## src/sfr_pkg.sv

```systemverilog
// Package: shared types and constants for the stream find-and-replace block.
`timescale 1ns / 1ps

package sfr_pkg;

    localparam int BYTE_W     = 8;
    localparam int LEN_W      = 4;
    localparam int CFG_IDX_W  = 2;
    localparam int CFG_DATA_W = 64;

    // Configuration register indexes
    typedef enum logic [CFG_IDX_W-1:0] {
        REG_PATTERN_BYTES      = 2'd0,
        REG_PATTERN_LENGTH     = 2'd1,
        REG_REPLACEMENT_BYTES  = 2'd2,
        REG_REPLACEMENT_LENGTH = 2'd3
    } cfg_reg_t;

    // Input transaction payload
    typedef struct packed {
        logic [BYTE_W-1:0] in_byte;
        logic              end_of_input;
    } in_item_t;

    // Output transaction payload
    typedef struct packed {
        logic [BYTE_W-1:0] out_byte;
        logic              has_byte;
        logic              end_of_output;
    } out_item_t;

    // Per-cell control of the lookahead window
    typedef struct packed {
        logic shift;       // take the byte of the upper neighbour
        logic write_here;  // take the incoming byte
        logic held_live;   // cell holds a byte of the current window
    } win_ctrl_t;

    // Shared control of the emit chain
    typedef struct packed {
        logic load;   // load a fresh result list
        logic shift;  // move every entry one place towards the head
    } emit_ctrl_t;

endpackage

```

## src/sfr_win_cell.sv

```systemverilog
// One cell of the lookahead window: holds a byte and compares it with its pattern byte.
`timescale 1ns / 1ps

module sfr_win_cell
    import sfr_pkg::*;
(
    input  logic              clk,
    input  win_ctrl_t         ctrl,
    input  logic [BYTE_W-1:0] new_byte,
    input  logic [BYTE_W-1:0] next_byte,
    input  logic [BYTE_W-1:0] pat_byte,
    output logic [BYTE_W-1:0] cur_byte,
    output logic              eq
);

    logic [BYTE_W-1:0] win_reg;
    logic [BYTE_W-1:0] win_next;

    // Window byte as seen with the incoming byte appended
    assign cur_byte = ctrl.held_live ? win_reg : new_byte;
    assign eq       = (cur_byte == pat_byte);

    // Shift down on a mismatch, otherwise store the incoming byte at the fill point
    always_comb
    begin
        if (ctrl.shift)
        begin
            win_next = next_byte;
        end
        else if (ctrl.write_here)
        begin
            win_next = new_byte;
        end
        else
        begin
            win_next = win_reg;
        end
    end

    always_ff @(posedge clk)
    begin
        win_reg <= win_next;
    end

endmodule

```

## src/sfr_emit_cell.sv

```systemverilog
// One cell of the emit chain: holds a pending result and passes it towards the head.
`timescale 1ns / 1ps

module sfr_emit_cell
    import sfr_pkg::*;
(
    input  logic       clk,
    input  logic       rst_n,
    input  emit_ctrl_t ctrl,
    input  logic       load_valid,
    input  out_item_t  load_item,
    input  logic       next_valid,
    input  out_item_t  next_item,
    output logic       valid,
    output out_item_t  item
);

    logic      valid_reg;
    logic      valid_next;
    out_item_t item_reg;
    out_item_t item_next;

    // Load wins: the chain is empty after the shift whenever a load happens
    always_comb
    begin
        if (ctrl.load)
        begin
            valid_next = load_valid;
            item_next  = load_item;
        end
        else if (ctrl.shift)
        begin
            valid_next = next_valid;
            item_next  = next_item;
        end
        else
        begin
            valid_next = valid_reg;
            item_next  = item_reg;
        end
    end

    always_ff @(posedge clk or negedge rst_n)
    begin
        if (!rst_n)
        begin
            valid_reg <= 1'b0;
        end
        else
        begin
            valid_reg <= valid_next;
        end
    end

    always_ff @(posedge clk)
    begin
        item_reg <= item_next;
    end

    assign valid = valid_reg;
    assign item  = item_reg;

endmodule

```

## src/stream_find_replace.sv

```systemverilog
// Top level: streaming find-and-replace over bytes with a row of window cells and an emit chain.
// Latency: an accepted input is loaded into the emit chain, and its first result then passes to the output register.
// Throughput: one input transaction per cycle while each item yields at most one result and the output is not stalled;
// an item that yields k results occupies the emit chain and output register until all k have moved out.
// Reset: window count, emit chain and output valid clear; registers return to pattern 0,
// pattern length 1, replacement 0, replacement length 0. Window bytes are not reset.
`timescale 1ns / 1ps

module stream_find_replace
    import sfr_pkg::*;
#(
    parameter int MAX_PATTERN     = 8,
    parameter int MAX_REPLACEMENT = 8
)
(
    input  logic                  clk,
    input  logic                  rst_n,
    input  logic                  in_valid,
    output logic                  in_ready,
    input  in_item_t              in_item,
    output logic                  out_valid,
    input  logic                  out_ready,
    output out_item_t             out_item,
    input  logic                  cfg_valid,
    output logic                  cfg_ready,
    input  logic [CFG_IDX_W-1:0]  cfg_index,
    input  logic [CFG_DATA_W-1:0] cfg_data
);

    localparam int QD = (MAX_PATTERN > MAX_REPLACEMENT) ? MAX_PATTERN : MAX_REPLACEMENT;
    localparam int CW = $clog2(MAX_PATTERN + 1);
    localparam int RW = $clog2(MAX_REPLACEMENT + 1);
    localparam int NW = $clog2(QD + 1);
    localparam int PB = MAX_PATTERN * BYTE_W;
    localparam int RB = MAX_REPLACEMENT * BYTE_W;

    // Configuration registers (lengths held as effective values)
    logic [PB-1:0] pat_reg;
    logic [PB-1:0] pat_next;
    logic [CW-1:0] plen_reg;
    logic [CW-1:0] plen_next;
    logic [RB-1:0] rep_reg;
    logic [RB-1:0] rep_next;
    logic [RW-1:0] rlen_reg;
    logic [RW-1:0] rlen_next;

    logic [CW-1:0] wc_reg;
    logic [CW-1:0] wc_next;
    logic          out_valid_reg;
    logic          out_valid_next;
    out_item_t     out_item_reg;
    out_item_t     out_item_next;

    logic [LEN_W-1:0] cfg_len;
    logic             cfg_wr;

    // Window signals
    win_ctrl_t         win_ctrl [MAX_PATTERN];
    logic [BYTE_W-1:0] cur_byte [MAX_PATTERN+1];
    logic [MAX_PATTERN-1:0] eq;
    logic [BYTE_W-1:0] win_lane [QD];
    logic [BYTE_W-1:0] rep_lane [QD];

    // Step decode
    logic          accept;
    logic          advance;
    logic          last;
    logic          stale;
    logic          full;
    logic          match_all;
    logic          match;
    logic          mismatch_shift;
    logic          bare;
    logic [CW-1:0] wc_inc;
    logic [NW-1:0] n_raw;
    logic [NW-1:0] n_eff;

    // Emit chain signals
    emit_ctrl_t emit_ctrl;
    logic       load_valid [QD];
    out_item_t  load_item  [QD];
    logic       q_valid    [QD+1];
    out_item_t  q_item     [QD+1];

    // Configuration writes are always taken
    assign cfg_ready = 1'b1;
    assign cfg_wr    = cfg_valid;
    assign cfg_len   = cfg_data[LEN_W-1:0];

    always_comb
    begin
        pat_next  = pat_reg;
        plen_next = plen_reg;
        rep_next  = rep_reg;
        rlen_next = rlen_reg;
        if (cfg_wr)
        begin
            case (cfg_reg_t'(cfg_index))
                REG_PATTERN_BYTES:
                begin
                    pat_next = cfg_data[PB-1:0];
                end
                REG_PATTERN_LENGTH:
                begin
                    // Clamp to 1..MAX_PATTERN
                    if (cfg_len == '0)
                    begin
                        plen_next = CW'(1);
                    end
                    else if (cfg_len > LEN_W'(MAX_PATTERN))
                    begin
                        plen_next = CW'(MAX_PATTERN);
                    end
                    else
                    begin
                        plen_next = cfg_len[CW-1:0];
                    end
                end
                REG_REPLACEMENT_BYTES:
                begin
                    rep_next = cfg_data[RB-1:0];
                end
                REG_REPLACEMENT_LENGTH:
                begin
                    // Clamp to 0..MAX_REPLACEMENT
                    if (cfg_len > LEN_W'(MAX_REPLACEMENT))
                    begin
                        rlen_next = RW'(MAX_REPLACEMENT);
                    end
                    else
                    begin
                        rlen_next = cfg_len[RW-1:0];
                    end
                end
                default:
                begin
                    pat_next = pat_reg;
                end
            endcase
        end
    end

    // Handshake: the output register advances when empty or taken
    assign advance  = !out_valid_reg || out_ready;
    assign in_ready = advance ? !q_valid[1] : !q_valid[0];
    assign accept   = in_valid && in_ready;
    assign last     = in_item.end_of_input;

    // Window state decode
    assign wc_inc = wc_reg + CW'(1);
    assign stale  = (wc_reg >= plen_reg);
    assign full   = !stale && (wc_inc == plen_reg);

    // Window cell row; the cell above the top takes the incoming byte
    assign cur_byte[MAX_PATTERN] = in_item.in_byte;

    for (genvar i = 0; i < MAX_PATTERN; i++)
    begin : g_win
        always_comb
        begin
            win_ctrl[i].shift      = mismatch_shift;
            win_ctrl[i].write_here = accept && !stale && !mismatch_shift
                                     && (wc_reg == CW'(i));
            win_ctrl[i].held_live  = (CW'(i) < wc_reg);
        end

        sfr_win_cell u_cell
        (
            .clk       (clk),
            .ctrl      (win_ctrl[i]),
            .new_byte  (in_item.in_byte),
            .next_byte (cur_byte[i+1]),
            .pat_byte  (pat_reg[i*BYTE_W +: BYTE_W]),
            .cur_byte  (cur_byte[i]),
            .eq        (eq[i])
        );
    end

    // Combine cell compares over the pattern length
    always_comb
    begin
        match_all = 1'b1;
        for (int i = 0; i < MAX_PATTERN; i++)
        begin
            if ((CW'(i) < plen_reg) && !eq[i])
            begin
                match_all = 1'b0;
            end
        end
    end

    assign match          = full && match_all;
    assign mismatch_shift = accept && full && !match_all;

    // Result lanes padded to the emit chain depth
    for (genvar k = 0; k < QD; k++)
    begin : g_lane
        if (k < MAX_PATTERN)
        begin : g_w
            assign win_lane[k] = cur_byte[k];
        end
        else
        begin : g_wz
            assign win_lane[k] = '0;
        end
        if (k < MAX_REPLACEMENT)
        begin : g_r
            assign rep_lane[k] = rep_reg[k*BYTE_W +: BYTE_W];
        end
        else
        begin : g_rz
            assign rep_lane[k] = '0;
        end
    end

    // Count results of this transaction
    always_comb
    begin
        if (match)
        begin
            n_raw = NW'(rlen_reg);
        end
        else if (stale || last)
        begin
            n_raw = NW'(wc_inc);
        end
        else if (full)
        begin
            n_raw = NW'(1);
        end
        else
        begin
            n_raw = '0;
        end
    end

    assign bare  = last && (n_raw == '0);
    assign n_eff = bare ? NW'(1) : n_raw;

    // Build the result list for the emit chain
    always_comb
    begin
        for (int k = 0; k < QD; k++)
        begin
            load_valid[k]              = (NW'(k) < n_eff);
            load_item[k].out_byte      = bare ? '0 : (match ? rep_lane[k] : win_lane[k]);
            load_item[k].has_byte      = !bare;
            load_item[k].end_of_output = last && (NW'(k + 1) == n_eff);
        end
    end

    // Emit chain; the slot past the tail is always empty
    assign emit_ctrl.load  = accept;
    assign emit_ctrl.shift = advance;
    assign q_valid[QD]     = 1'b0;
    assign q_item[QD]      = '0;

    for (genvar k = 0; k < QD; k++)
    begin : g_emit
        sfr_emit_cell u_cell
        (
            .clk        (clk),
            .rst_n      (rst_n),
            .ctrl       (emit_ctrl),
            .load_valid (load_valid[k]),
            .load_item  (load_item[k]),
            .next_valid (q_valid[k+1]),
            .next_item  (q_item[k+1]),
            .valid      (q_valid[k]),
            .item       (q_item[k])
        );
    end

    // Advance the window count
    always_comb
    begin
        wc_next = wc_reg;
        if (accept)
        begin
            if (stale || match || last)
            begin
                wc_next = '0;
            end
            else if (!full)
            begin
                wc_next = wc_inc;
            end
        end
    end

    // Output register takes the head of the emit chain
    always_comb
    begin
        out_valid_next = out_valid_reg;
        out_item_next  = out_item_reg;
        if (advance)
        begin
            out_valid_next = q_valid[0];
            out_item_next  = q_item[0];
        end
    end

    always_ff @(posedge clk or negedge rst_n)
    begin
        if (!rst_n)
        begin
            pat_reg       <= '0;
            plen_reg      <= CW'(1);
            rep_reg       <= '0;
            rlen_reg      <= '0;
            wc_reg        <= '0;
            out_valid_reg <= 1'b0;
        end
        else
        begin
            pat_reg       <= pat_next;
            plen_reg      <= plen_next;
            rep_reg       <= rep_next;
            rlen_reg      <= rlen_next;
            wc_reg        <= wc_next;
            out_valid_reg <= out_valid_next;
        end
    end

    always_ff @(posedge clk)
    begin
        out_item_reg <= out_item_next;
    end

    assign out_valid = out_valid_reg;
    assign out_item  = out_item_reg;

endmodule

```

## config.mk

```make
export PLATFORM = sky130hd
export DESIGN_NAME = stream_find_replace
export DESIGN_NICKNAME = d
export VERILOG_FILES = /design/src/sfr_pkg.sv /design/src/sfr_win_cell.sv /design/src/sfr_emit_cell.sv /design/src/stream_find_replace.sv
export SDC_FILE = /design/constraint.sdc
export NUM_CORES = 1
export LEC_CHECK = 0
export BUFFER_PORTS_ARGS = -buffer_cell sky130_fd_sc_hd__buf_2
export CAP_MARGIN = 5
export CORE_MARGIN = 2
export CORE_UTILIZATION = 60
export CTS_CLUSTER_DIAMETER = 40
export DETAILED_ROUTE_END_ITERATION = 16
export PLACE_DENSITY = 0.81
export RECOVER_POWER = 100
export SETUP_SLACK_MARGIN = 0.4
export SLEW_MARGIN = 20
export SYNTH_ARGS = -nofsm -noshare
export SYNTH_HDL_FRONTEND = slang
export SYNTH_SLANG_ARGS = --single-unit
```

## constraint.sdc

```tcl
create_clock -name clk -period 4.45 [get_ports clk]
set_input_delay 0.445 -clock clk [delete_from_list [all_inputs] [get_ports clk]]
set_output_delay 0.445 -clock clk [all_outputs]
set_load 0.02 [all_outputs]
```

==> results of run 1 <==
[kinds of logic after synthesis]
| family | after synthesis | share of synthesized area |
|---|---|---|
| adders and majority gates | 8 | 0.00662 |
| and+or+nand+nor | 299 | 0.0890 |
| buffers and inverters | 137 | 0.0426 |
| xor gates and xnor gates | 52 | 0.0301 |
| AOI/OAI and AO/OA | 250 | 0.101 |
| DFF | 303 | 0.553 |
| other | 1 | 0.000248 |
| muxes | 247 | 0.178 |
[metrics by stage]
stage / hold WS [ns] / worst slack, ns / instances / utilization
finish: 0.136 / 0.241 / 1823 / 0.746
global route: 0.130 / 0.137 / 1823 / 0.746
CTS: 0.127 / 0.412 / 1793 / 0.719
detailed placement: 0.406 / 0.135 / 1703 / 0.649
global placement: 0.401 / 0.184 / 1703 / 0.649
floorplan: 0.149 / 0.430 / 1297 / -
[cells in the mapped netlist (4+ instances only)]
cell	number
mux2_2	168
nand2_1	160
edfxtp_1	154
dfrtp_1	148
mux2i_1	76
nor2_1	56
o21ai_0	55
inv_1	54
o21ai_1	54
a21oi_1	48
clkbuf_1	43
xor2_1	29
o22ai_1	26
xnor2_1	23
nand2b_1	18
buf_2	17
nand3_1	12
buf_6	11
nor4_1	11
a22o_1	9
or2_2	9
ha_1	8
and2_1	7
nor3_1	7
o2111ai_1	6
buf_4	5
o21a_1	5
o41ai_1	5
a21o_1	4
o221ai_1	4
o31ai_1	4
[critical path, delay by kind of cell (launching register included)]
family,cells,cell delay [ns]
buf+inv,4,0.62
flops,1,0.46
simple gates,3,0.70
fa+ha+maj,1,0.15
compound gates,5,1.34
mux,2,0.66
[cell type report]
cell class,instances,area [sq um]
timing repair buffer,201,1600
tap,330,413
sequential,303,8360
multi-input combinational,857,6570
inverter,56,210
clock buffer,51,1180
clock inverter,25,284
fill,1614,6350
[repair_timing]
action / CTS / global route
buffers inserted: 11 / 21
resized for setup: 34 / 99
setup endpoints to repair: 190 / 201
endpoints found under the hold margin: 61 / 0
hold buffers: 1 / 0
pin swaps: 5 / 32
gates cloned: 2 / 9
[how the worst max path moves through the flow]
stage / end / from / cells past startpoint / slack (ns)
after global routing: g_emit[1].u_cell.item[4] / wc_reg[0] / 16 / 0.14
after global placement: g_emit[5].u_cell.item[4] / wc_reg[0] / 15 / 0.18
after floorplan: g_win[0].u_cell.win_reg[0] / wc_reg[0] / 15 / 0.43
after detailed placement: g_emit[5].u_cell.item[4] / wc_reg[0] / 15 / 0.14
after CTS: g_emit[5].u_cell.item[8] / wc_reg[0] / 16 / 0.41
final: g_emit[4].u_cell.item[9] / wc_reg[0] / 15 / 0.24
[where the power goes]
part | internal (W) | leakage [nW] | switching, W | total [W]
clock | 0.00215 | 0.710 | 0.00129 | 0.00344
sequential | 0.00388 | 3.30 | 0.000411 | 0.00429
combinational | 0.00114 | 3.59 | 0.00155 | 0.00269
[metal layers]
metal | up-vias | track usage | wire length (um)
li1 | 5000 | - | -
met1 | 5613 | 0.400 | 16300
met2 | 589 | 0.517 | 20600
met3 | 122 | 0.0453 | 3190
met4 | 0 | 0.104 | 1560
met5 | - | 0 | 0
==> results.txt, run 1 <==
- Most common library cell in the layout ignoring fill and taps: mux2_2
* Portion of the post-synthesis area used by sequential elements: 0.553
- Number of rows in the core area: 58
- Warning count from the yosys run: 0
- After clock tree synthesis, the clock-pin slew on the worst setup and hold paths is 0.06 ns.
- Die X: 163 um
- Post-route standard cell area excluding fillers: 18,600 sq um
- The clock drives 303 sinks.
- Most frequent cells in the layout: mux2_2 (163), nand2_1 (158), edfxtp_1 (154), dfrtp_1 (145), buf_2 (71)
* RSZ-0062 raised after global routing: true
* Clock Latency Late Sink: 0.53 ns
- During placement, the flow inserted port buffers numbering 91.
- Fraction of layout cells with a size suffix above 1: 0.348
- The wire-length estimate of the detail-placed layout is 26,800 um.
* Minimum clock period: 4.21 ns
- Maximum single-stage delay on the critical path: 0.46 ns
- After detailed placement, the total cell area comes to 16,200 sq um.
- The first detailed-routing pass took 5 iterations.
* DR iter-0 viols: 1,259
- Top cell type by total area after synthesis: edfxtp_1
- Entering global routing, the biggest net connects 87 pins.
- Synth Cell Area: 15,100 sq um
- Overall power of the completed layout: 0.0104 W
* Reg-to-Reg Start: wc_reg[0]
- Post-synthesis cell count: 1,297
* Diode count: 0
* Number of top-level pins: 93
* Inserted Clock Buffers: 41
* Register-to-Register Path Depth: 15
- The worst setup path is captured at a flop.
* Die area: 26,500 sq um
- # DRC: 0
- Area growth from synthesis to layout: 23.1%
* Power density of the placed cells: 560 nW/um^2
* Drt wl/cell: 22.9 um
* Type of the worst setup path: reg -> reg
- No sink is reached through more buffers than the 3 on the longest clock path.
- Path class of the lowest-slack min-delay path: in -> reg
- Highest clock rate: 0.238 GHz
* Via density per instance: 6.21
* Leakage component of the power: 7.60 nW
* Cell Chain, Critical Path: inv_2, ha_4, and2b_1, nor2_4, buf_6, mux2_4, a221o_1, o41ai_1, o221ai_1, a31o_1, nor3b_4, buf_4, buf_12, mux2i_1, o21ai_2
* Area fraction of the dominant cell type after synthesis: 0.306
- CTS HTree Levels: 2
* Clk_skew: 0.0170 ns
- Counting instances, the worst hold path has a depth of 3.
- Data on the critical path is required at its endpoint by 4.72 ns.
* Worst-path cell with the longest stage delay: dfrtp_1
- Combined global-route utilization of all metal layers: 0.303
- Count of flip-flops with a built-in enable after synthesis: 154
* Overall routed net length: 41,700 um
- For this run, the leading register cell type out of synthesis is edfxtp_1.
* Gr ovfl total: 0
- Final critical-path share of the clock period: 0.946
- The endpoint identified for the worst register-to-register timing path is g_emit[4].u_cell.item[9].
- A synthesized cell averages 11.7 sq um.
- Data arrives at the worst endpoint at 4.48 ns.
- Sorting the synthesized cells by area gives the leading types as edfxtp_1 (31%), dfrtp_1 (24%), mux2_2 (13%).
- For the pin with the worst max-slew slack, the measured transition is 1.97 ns.
- Result of the run: finished with violations
* Count of final setup violators: 0
* Via count of the first global-routing pass: 11,234
- Of all nets on the critical path, the largest fanout is 10.
- TritonCTS built the clock tree.
* Fraction of registers with async set/reset: 0.492
- Worst Setup Start Kind: flop
- The register with the most flip-flops in the layout has 80 of them.
* Count of different cell masters after synthesis: 69
- Final sum of negative setup slack: 0 ns
- The initial antenna violation count was 0.
- Starting Density: 0.606
- Maximum resistive drop on vdd: 427 uV
* Routability congestion estimate: 0.945
- The path with the worst hold slack has its endpoint at pat_reg[53].
- The total count of hold-check failures in the final report was 0.
* MaxCap Viol Count: 4
- Register-to-register setup slack: 0.24 ns
- The root buffer cell chosen for the clock tree is clkbuf_16.
* First-pass GRT wire length: 61,700 um
- Slew Limit Fails: 261
- The die is 163 um tall.
- Number of synthesized register bits: 303
* Net count of the finished layout: 1,548
- The count of nets left with antenna violations once routing finished came out at 0.
* Startpoint of the worst hold path: cfg_data[53]
- Vias: 11,324
- The checks that failed: capacitance limit, slew limit.
- The number of nets in the synthesized netlist is 1,385.
- Std-Cell Core Area: 25,000 sq um
* Worst-case headroom to the max-slew limit: -0.311
No activity file was read; power rests on OpenSTA's default activity.
==> run 2: changes to the inputs <==
HOLD_SLACK_MARGIN = 0.15   (was unset)
==> run 2 against run 1 <==
The flow still finishes with violations (capacitance limit, slew limit). Die area unchanged. Sequential share of layout area down 0.28 points. Register-to-register slack worse by 0.06 ns. Non-clock buffer count up 12. Cell count up 0.66%. Wire length up 0.48%. Highest routed layer unchanged. Via count up 0.80%. Critical path depth unchanged. Clock power about the same. Final area up 0.63%.
==> results.txt, run 2 (same netlist as run 1, synthesis figures left out) <==
- Result of the run: finished with violations (unchanged)
- Violated checks: capacitance limit, slew limit (unchanged)
- The final period utilization is 0.960 (was 0.946).
- CTS Buffer Depth: 3 (unchanged)
- Fraction of layout cells with a size suffix above 1: 0.344 (was 0.348)
* Final hold violation count: 0 (unchanged)
- The row count came to 58 (unchanged).
- Via density per instance: 6.22 (was 6.21)
- The remaining design rule violation count was 0 (unchanged).
- Area growth from synthesis to layout: 23.9% (was 23.1%)
- The number of nets with antenna violations after routing came to 0 (unchanged).
- Number of top-level pins: 93 (unchanged)
- The kind of start point of the critical path is a flop (unchanged).
- The final routed wirelength across all metal layers came to 41,900 um (was 41,700 um).
- Number of flip-flops in the largest register: 80 (unchanged)
- Maximum resistive drop on vdd: 420 uV (was 427 uV)
- The most frequent standard cell in the layout excluding fill and tap cells was mux2_2 (unchanged).
- Number of iterations in the first detailed-routing pass: 8 (was 5)
- The initial antenna violation count was 0 (unchanged).
- The number of max-cap violations came to 4 (unchanged).
- Required @ worst endpoint: 4.72 ns (about the same)
* Power density of the placed cells: 556 nW/um^2 (was 560 nW/um^2)
* Diode count: 0 (unchanged)
- Drt wl/cell: 22.8 um (was 22.9 um)
* Die area: 26,500 sq um (unchanged)
* Least setup slack across all paths after layout: 0.180 ns (was 0.241 ns)
- Combined global-route utilization of all metal layers: 0.305 (was 0.303)
* Final sum of negative setup slack: 0 ns (unchanged)
- Highest clock rate: 0.234 GHz (was 0.238 GHz)
- The buffer cell driving the clock tree root is clkbuf_16 (unchanged).
* Die X: 163 um (unchanged)
* Most frequent cells in the layout: mux2_2 (163), nand2_1 (158), edfxtp_1 (154), dfrtp_1 (145), buf_2 (71) (unchanged)
* Clock Pin Slew Worst Setup and Hold Paths: 0.06 ns (about the same)
* Leakage component of the power: 7.65 nW (was 7.60 nW)
- The minimum clock period after layout was 4.27 ns (was 4.21 ns).
- The CTS tree was yes (unchanged).
* Sum of net half-perimeters after detailed placement: 26,800 um (unchanged)
- The count of pins over their slew limit is 230 (was 261).
- Crit Path Max Fanout: 10 (unchanged)
- The clock skew after layout was 0.0204 ns (was 0.0170 ns).
* Routability congestion estimate: 0.945 (unchanged)
- The number of global-route vias before repair was 11,332 (was 11,234).
- The critical path arrival is 4.54 ns (was 4.48 ns).
- Path class of the lowest-slack min-delay path: in -> reg (unchanged)
- The chip height came to 163 um (unchanged).
* Inserted Clock Buffers: 41 (unchanged)
- The slew at the pin with the worst max-slew slack is 1.97 ns (about the same).
* Std-Cell Core Area: 25,000 sq um (unchanged)
- Clock Latency Late Sink: 0.53 ns (about the same)
- Type of the worst setup path: reg -> reg (unchanged)
- The final layout net count is 1,560 (was 1,548).
- The count of buffers from port buffering was 91 (unchanged).
- The number of endpoints failing setup at the final stage came to 0 (unchanged).
- Largest net degree at the start of global routing: 87 (unchanged)
- First-pass GRT wire length: 62,000 um (was 61,700 um)
- The via count of the routed design came to 11,415 (was 11,324).
- CTS HTree Levels: 2 (unchanged)
- The initial core utilization came to 0.606 (unchanged).
- Critical path endpoint category: flop (unchanged)
* Worst-case headroom to the max-slew limit: -0.316 (was -0.311)
* Clk sink count: 303 (unchanged)
- The residual overflow from global routing is 0 (unchanged).
- RSZ-0062 raised after global routing: true (unchanged).
* Dpl ws: 0.135 ns (unchanged)
- DR iter-0 viols: 1,267 (was 1,259)
-- run 2: cell types whose count changed in the layout (fill, tap and decap cells not counted) --
| cell | delta |
|---|---|
| nor2_1 | +1 |
| dlygate4sd3_1 | +12 |
| nor2_2 | -1 |
-- run 2: worst paths after layout --
kind	startpoint	endpoint	slack, ns	depth (start not counted)
min in group asynchronous	rst_n	rep_reg[4]	1.02	2
setup / recovery	wc_reg[0]	g_emit[4].u_cell.item[9]	0.18	15
hold reg to reg	g_emit[0].u_cell.item[0]	out_item[0]	0.42	0
max in group asynchronous	rst_n	pat_reg[52]	1.20	3
hold / removal	cfg_data[40]	pat_reg[40]	0.15	3
setup reg to reg	wc_reg[0]	g_emit[4].u_cell.item[9]	0.18	15
-- run 2: stage by stage --
stage                     power [W]   util  instances  hold slack [ns]  area (sq um)
after detailed placement    0.00652  0.649       1703            0.406         16200
final                        0.0104  0.750       1835            0.150         18700
after CTS                    0.0101  0.723       1805            0.150         18100
after floorplan             0.00574      -       1297            0.149         15100
after global placement      0.00641  0.649       1703            0.401         16200
after global routing         0.0108  0.750       1835            0.151         18700
-- run 2: cell type report --
| cell class | instances | area, sq um |
|---|---|---|
| Tap cell | 330 | 413 |
| Inverter | 56 | 210 |
| Sequential cell | 303 | 8360 |
| Clock buffer | 51 | 1180 |
| Multi-Input combinational cell | 857 | 6560 |
| Timing Repair Buffer | 213 | 1720 |
| Clock inverter | 25 | 284 |
| Fill cell | 1600 | 6230 |
-- run 2: report_power, final --
group,switching [W],internal (W),leakage (nW),total [W]
registers,0.000412,0.00388,3.30,0.00429
logic,0.00155,0.00114,3.64,0.00269
clock network,0.00129,0.00215,0.710,0.00343
total,0.00325,0.00717,7.65,0.0104
-- run 2: repair_timing --
action	in CTS	in global routing
setup buffers	11	21
hold buffers	13	0
endpoints found under the setup margin	190	201
hold endpoints to repair	86	0
pin swaps	5	32
gates resized for setup	34	98
gates cloned	2	9
-- run 2: worst max-delay path: stages, from the launching register on --
cell and delay, ns:
dfrtp_1 0.46, inv_2 0.13, ha_4 0.15, and2b_1 0.25
nor2_4 0.16, buf_6 0.12, mux2_4 0.29, a221o_1 0.33
o41ai_1 0.42, o221ai_1 0.24, a31o_1 0.29, nor3b_4 0.29
buf_4 0.21, buf_12 0.16, mux2i_1 0.39, o21ai_2 0.11
-- run 2: metal layers --
layer  GRT usage  share of wire  vias up
met5           0              0        -
met4       0.105          0.039        0
met3      0.0453          0.077      142
met2       0.522           0.49      609
met1       0.400           0.39     5638
li1            -              -     5026
